File: src/hdl/abpm_pkg.sv
`default_nettype none
package abpm_pkg;

  // Pool geometry.
  localparam int POOL_SLOTS = 64;
  localparam int MAX_MIPS   = 15;
  localparam int SLOT_W     = $clog2(POOL_SLOTS);
  localparam int CNT_W      = $clog2(POOL_SLOTS + 1);

  // Field and entry widths.
  localparam int OP_W      = 2;
  localparam int KEY_W     = 32;
  localparam int EXT_W     = 15;
  localparam int DEPTH_W   = 12;
  localparam int MIPS_W    = 4;
  localparam int BPP_W     = 8;
  localparam int REL_W     = 6;
  localparam int OSLOT_W   = 6;
  localparam int EVICT_W   = 7;
  localparam int FLOOR_W   = 16;
  localparam int SIZE_W    = 36;
  localparam int IDLE_W    = 8;
  localparam int TOTAL_W   = 41;
  localparam int SUM_W     = SIZE_W + SLOT_W;
  localparam int LVL_W     = $clog2(MAX_MIPS + 1) + 1;
  localparam int P1_W      = 2 * EXT_W;
  localparam int P2_W      = DEPTH_W + BPP_W;
  localparam int PROD_W    = P1_W + P2_W;
  localparam int BYTES_W   = PROD_W + 1;
  localparam int KBSUM_W   = BYTES_W + 1;

  // Constants of the size and aging rules.
  localparam logic [BYTES_W-1:0] BYTE_ROUND = BYTES_W'(7);
  localparam int                 BYTE_SHIFT = 3;
  localparam logic [KBSUM_W-1:0] KB_ROUND   = KBSUM_W'(1023);
  localparam int                 KB_SHIFT   = 10;
  localparam logic [SIZE_W-1:0]  SIZE_MAX   = {SIZE_W{1'b1}};
  localparam logic [TOTAL_W-1:0] TOTAL_MAX  = {TOTAL_W{1'b1}};
  localparam logic [IDLE_W-1:0]  IDLE_MAX   = {IDLE_W{1'b1}};
  localparam logic [IDLE_W-1:0]  AGE_LIMIT  = IDLE_W'(2);
  localparam logic [EVICT_W-1:0] EVICT_MAX  = {EVICT_W{1'b1}};

  // Configuration port.
  localparam int                ADDR_W     = 3;
  localparam logic [ADDR_W-1:0] ADDR_FLOOR = ADDR_W'(0);

  typedef enum logic [OP_W-1:0] {
    OP_REQUEST = 2'd0,
    OP_RELEASE = 2'd1,
    OP_TICK    = 2'd2,
    OP_NONE    = 2'd3
  } op_t;

  typedef enum logic [1:0] {
    SCAN_REQ   = 2'd0,
    SCAN_AGE   = 2'd1,
    SCAN_EVICT = 2'd2
  } scan_mode_t;

  // Commands from the controller to the datapath.
  typedef struct packed {
    logic       load;
    logic       scan_start;
    logic       scan_run;
    scan_mode_t scan_mode;
    logic       release_slot;
    logic       hit_write;
    logic       size_init;
    logic       size_mul1;
    logic       size_mul2;
    logic       size_acc;
    logic       size_fin;
    logic       alloc;
    logic       refuse;
    logic       rd_old;
    logic       evict;
    logic       out_load;
  } cmd_t;

  // Status from the datapath to the controller.
  typedef struct packed {
    op_t  op;
    logic scan_done;
    logic hit_found;
    logic free_found;
    logic old_found;
    logic lvl_zero;
    logic over_floor;
    logic out_free;
  } sts_t;

endpackage
`default_nettype wire

File: src/hdl/abpm_ctrl.sv
`default_nettype none
module abpm_ctrl (
  input  wire logic          clk,
  input  wire logic          rst,
  input  wire logic          in_valid,
  output logic               in_stall,
  output abpm_pkg::cmd_t     cmd,
  input  wire abpm_pkg::sts_t sts
);

  typedef enum logic [4:0] {
    S_IDLE,
    S_DISPATCH,
    S_REQ_SCAN,
    S_REQ_DECIDE,
    S_SZ_CHK,
    S_SZ_M1,
    S_SZ_M2,
    S_SZ_ACC,
    S_SZ_FIN,
    S_ALLOC,
    S_AGE_SCAN,
    S_EV_CHK,
    S_EV_SCAN,
    S_EV_DECIDE,
    S_EV_DO,
    S_FINISH
  } state_t;

  state_t state;
  state_t state_next;

  // Next state and command decode.
  always_comb begin
    state_next = state;
    cmd        = '0;
    in_stall   = 1'b1;
    case (state)
      S_IDLE: begin
        in_stall = 1'b0;
        cmd.load = in_valid;
        if (in_valid) begin
          state_next = S_DISPATCH;
        end
      end
      S_DISPATCH: begin
        case (sts.op)
          abpm_pkg::OP_REQUEST: begin
            cmd.scan_start = 1'b1;
            state_next     = S_REQ_SCAN;
          end
          abpm_pkg::OP_RELEASE: begin
            cmd.release_slot = 1'b1;
            state_next       = S_FINISH;
          end
          abpm_pkg::OP_TICK: begin
            cmd.scan_start = 1'b1;
            state_next     = S_AGE_SCAN;
          end
          default: begin
            state_next = S_FINISH;
          end
        endcase
      end
      S_REQ_SCAN: begin
        cmd.scan_run  = 1'b1;
        cmd.scan_mode = abpm_pkg::SCAN_REQ;
        if (sts.scan_done) begin
          state_next = S_REQ_DECIDE;
        end
      end
      S_REQ_DECIDE: begin
        if (sts.hit_found) begin
          cmd.hit_write = 1'b1;
          state_next    = S_FINISH;
        end else if (sts.free_found) begin
          cmd.size_init = 1'b1;
          state_next    = S_SZ_CHK;
        end else begin
          cmd.refuse = 1'b1;
          state_next = S_FINISH;
        end
      end
      S_SZ_CHK: begin
        state_next = sts.lvl_zero ? S_SZ_FIN : S_SZ_M1;
      end
      S_SZ_M1: begin
        cmd.size_mul1 = 1'b1;
        state_next    = S_SZ_M2;
      end
      S_SZ_M2: begin
        cmd.size_mul2 = 1'b1;
        state_next    = S_SZ_ACC;
      end
      S_SZ_ACC: begin
        cmd.size_acc = 1'b1;
        state_next   = S_SZ_CHK;
      end
      S_SZ_FIN: begin
        cmd.size_fin = 1'b1;
        state_next   = S_ALLOC;
      end
      S_ALLOC: begin
        cmd.alloc  = 1'b1;
        state_next = S_FINISH;
      end
      S_AGE_SCAN: begin
        cmd.scan_run  = 1'b1;
        cmd.scan_mode = abpm_pkg::SCAN_AGE;
        if (sts.scan_done) begin
          state_next = S_EV_CHK;
        end
      end
      S_EV_CHK: begin
        if (sts.over_floor) begin
          cmd.scan_start = 1'b1;
          state_next     = S_EV_SCAN;
        end else begin
          state_next = S_FINISH;
        end
      end
      S_EV_SCAN: begin
        cmd.scan_run  = 1'b1;
        cmd.scan_mode = abpm_pkg::SCAN_EVICT;
        if (sts.scan_done) begin
          state_next = S_EV_DECIDE;
        end
      end
      S_EV_DECIDE: begin
        cmd.rd_old = 1'b1;
        state_next = sts.old_found ? S_EV_DO : S_FINISH;
      end
      S_EV_DO: begin
        cmd.evict  = 1'b1;
        state_next = S_EV_CHK;
      end
      S_FINISH: begin
        cmd.out_load = sts.out_free;
        if (sts.out_free) begin
          state_next = S_IDLE;
        end
      end
      default: begin
        state_next = S_IDLE;
      end
    endcase
  end

  // State register.
  always_ff @(posedge clk) begin
    if (rst) begin
      state <= S_IDLE;
    end else begin
      state <= state_next;
    end
  end

endmodule
`default_nettype wire

File: config.mk
export PLATFORM = sky130hd
export DESIGN_NAME = abpm_ctrl
export DESIGN_NICKNAME = d
export VERILOG_FILES = /design/src/hdl/abpm_pkg.sv /design/src/hdl/abpm_ctrl.sv
export SDC_FILE = /design/constraint.sdc
export NUM_CORES = 1
export LEC_CHECK = 0
export ABC_AREA = 1
export BUFFER_PORTS_ARGS = -buffer_cell sky130_fd_sc_hd__buf_4
export CORE_AREA = 3 3 40 42
export DETAILED_ROUTE_END_ITERATION = 8
export DIE_AREA = 0 0 43 45
export GPL_TIMING_DRIVEN = 0
export MAX_ROUTING_LAYER = met4
export PLACE_DENSITY_LB_ADDON = 0.3
export SETUP_SLACK_MARGIN = 0.02
export SYNTH_ARGS = -nofsm -noshare
export SYNTH_HDL_FRONTEND = slang
export SYNTH_SLANG_ARGS = --single-unit
File: constraint.sdc
create_clock -name clk -period 3.2 [get_ports clk]
set_input_delay 0.64 -clock clk [delete_from_list [all_inputs] [get_ports clk]]
set_output_delay 0.64 -clock clk [all_outputs]
set_load 0.01 [all_outputs]
==> results_dict.tcl <==
set metrics [dict create \
    status "completed" \
    synth_top_family_by_area "simple AND/OR/NAND/NOR gates" \
    fmax_ghz 0.488 \
    worstPathRequired_ps 2560 \
    cts.path.max_buffers 2 \
    holdWs_ps 534 \
    num_rows 13 \
    totalNegativeSetupSlack_ps 0 \
    mappedNetlistArea_um2 518 \
    ys.warnings.count 0 \
    cts_buffers 3 \
    p_sw_uw 353 \
    fin_skew_ps 0.485 \
    drc 0 \
    drtIter0Drc 12 \
    rsz0062_at_grt "no" \
    die_h_um 45 \
    synth-edff-count 0 \
    clkTransAtPathRegs_ps 30 \
    die_w_um 43 \
    largest_register_ffs 4 \
    setup_viol 0 \
    worstPathArrival_ps 1410 \
    top_regs "state (4)" \
    period_share 0.641 \
    via_per_inst 4.75 \
    seq_power_share 0.177 \
    synthSimpleGateAreaFrac 0.575 \
    wl_um 1490 \
    root_buffer "clkbuf_4" \
    syn_nets 114 \
    drv_slew 0 \
    start_kind "flop" \
    ys_seq_elements 4 \
    dp_hpwl_um 1300 \
    clkPwrFrac 0.090 \
    cts_repair_resize_count 0 \
    io_buffers 29 \
    synth_top_area_share 0.203 \
    worst_slack_ps 1150 \
    synthMostInstantiatedCell "nand2_1" \
    post-place-ws_ps 1330 \
    gp_congestion 0.824 \
    antenna_left 0 \
    grt.overflow.total 0 \
    p_sw_frac 0.537 \
    synth_flop_cell "dfxtp_1" \
    syn_avg_cell_area_um2 5.08 \
    synth_compound_area_frac 0.133 \
    worst_slew_margin_rel 0.788 \
    h-tree-depth 1 \
    yosys.area_share.xor_xnor 0 \
    initial_core_util 0.403 \
    area_growth_pct 50.0 \
    dp.cells 146 \
    end_kind "output port" \
    top_register "state" \
    synth-seq-area-share 0.155 \
    grt_start_max_net_pins 8 \
    synthMuxAreaShare 0 \
    p_total_uw 657 \
    power_density_mw_per_mm2 845 \
    path_class "reg2out" \
    p_int_uw 304 \
    antenna_found_initial 0 \
    nets 148 \
    synthAdderAreaFrac 0 \
    yosysTopAreaCell "nand2_1" \
    worst_pin_slew_ps 317 \
    synthTopCellsByCount "nand2_1, nor2_1, inv_1, nand3_1, a21oi_1" \
    fp.dieArea_mm2 0.00194 \
    insertion_delay_ps 230 \
    grt_use_total 0.171 \
    cts_tree "built" \
    power_frac_comb 0.733 \
    synth_area_leaders "nand2_1, dfxtp_1, nor2_1" \
    ys_types 16 \
    grt_pass1_wl_um 2530 \
    layout-drive-gt1-share 0.313 \
    antenna_cells 0 \
    cts_setup_buffers 0 \
    ctsHoldBuffers 0 \
    core_area_mm2 0.00128 \
    hold_viol 0 \
    maxCapViolCount 0 \
    peakVddDrop_uv 470 \
    period_minus_slack_ps 2050 \
    clock-sinks 4 \
    worstPathMaxFanout 6 \
    grt_pass1_vias 602 \
    wl_per_cell_um 10.0 \
    synth_cells 102 \
    min-delay-path-class "reg2reg" \
    ios 30 \
    leakagePower_uw 0.000458 \
    async_flop_share 0 \
    vias 708 \
    drtPass1Iterations 4 \
    layoutNonFillerInstCount 149 \
]
[metal layers]
metal | up-vias | track usage | wire (um)
met2 | 16 | 0.275 | 777
met3 | 0 | 0 | 85
met5 | - | - | 0
li1 | 382 | - | -
met1 | 310 | 0.236 | 628
met4 | 0 | 0.0542 | 0
[worst max-delay path, stage by stage, from the launching register on]
cell and delay, ps:
dfxtp_1 420, inv_1 140, nor2_1 230, nand3_1 110, o31ai_1 100, buf_4 180
[final timing paths]
check	startpoint	slack, ps	end	cells after the start
setup / recovery	state[3]$_SDFFE_PP0P_	1150	cmd[15]	5
hold / removal	state[1]$_SDFFE_PP0P_	530	state[1]$_SDFFE_PP0P_	2
setup reg to reg	state[1]$_SDFFE_PP0P_	1830	state[0]$_SDFFE_PP0P_	9
hold reg to reg	state[1]$_SDFFE_PP0P_	530	state[1]$_SDFFE_PP0P_	2
[power by group through the flow]
stage / clock network, uW / registers (uW) / logic [uW]
3_5_place_dp: 0 / 116 / 484
5_1_grt: 62.9 / 120 / 558
3_3_place_gp: 0 / 114 / 477
2_1_floorplan: 0 / 105 / 342
4_1_cts: 62.7 / 115 / 486
6_report: 59.0 / 116 / 482
[cell type report]
cell class | count | area (um2)
inverter | 19 | 71.3
fill | 134 | 508
tap | 15 | 18.8
multi-input combinational | 79 | 367
timing repair buffer | 29 | 218
sequential | 4 | 80.1
clock buffer | 3 | 22.5
[logic make-up (layout without fill, tap and decap cells)]
| kind of cell | count (synthesis) | after routing |
|---|---|---|
| AOI/OAI and AO/OA | 12 | 12 |
| buffers and inverters | 19 | 51 |
| and+or+nand+nor | 67 | 67 |
| DFF | 4 | 4 |
[stage by stage]
stage | util | cell area, um2
global placement | 0.587 | 754
floorplan | - | 518
finish | 0.605 | 777
global route | 0.605 | 777
CTS | 0.605 | 777
detailed placement | 0.587 | 754
[layout by cell type (no fill, tap or decap)]
master and n:
a21oi_1 6, buf_4 29, clkbuf_4 3, dfxtp_1 4, inv_1 17, inv_2 2
nand2_1 28, nand2_2 3, nand2_4 1, nand3_1 7, nand3_2 2, nand4_1 2
nor2_1 21, nor2_2 1, nor3_1 2, o21ai_0 3, o21ai_2 1, o31ai_1 2
(Power assumes the default switching activity.)
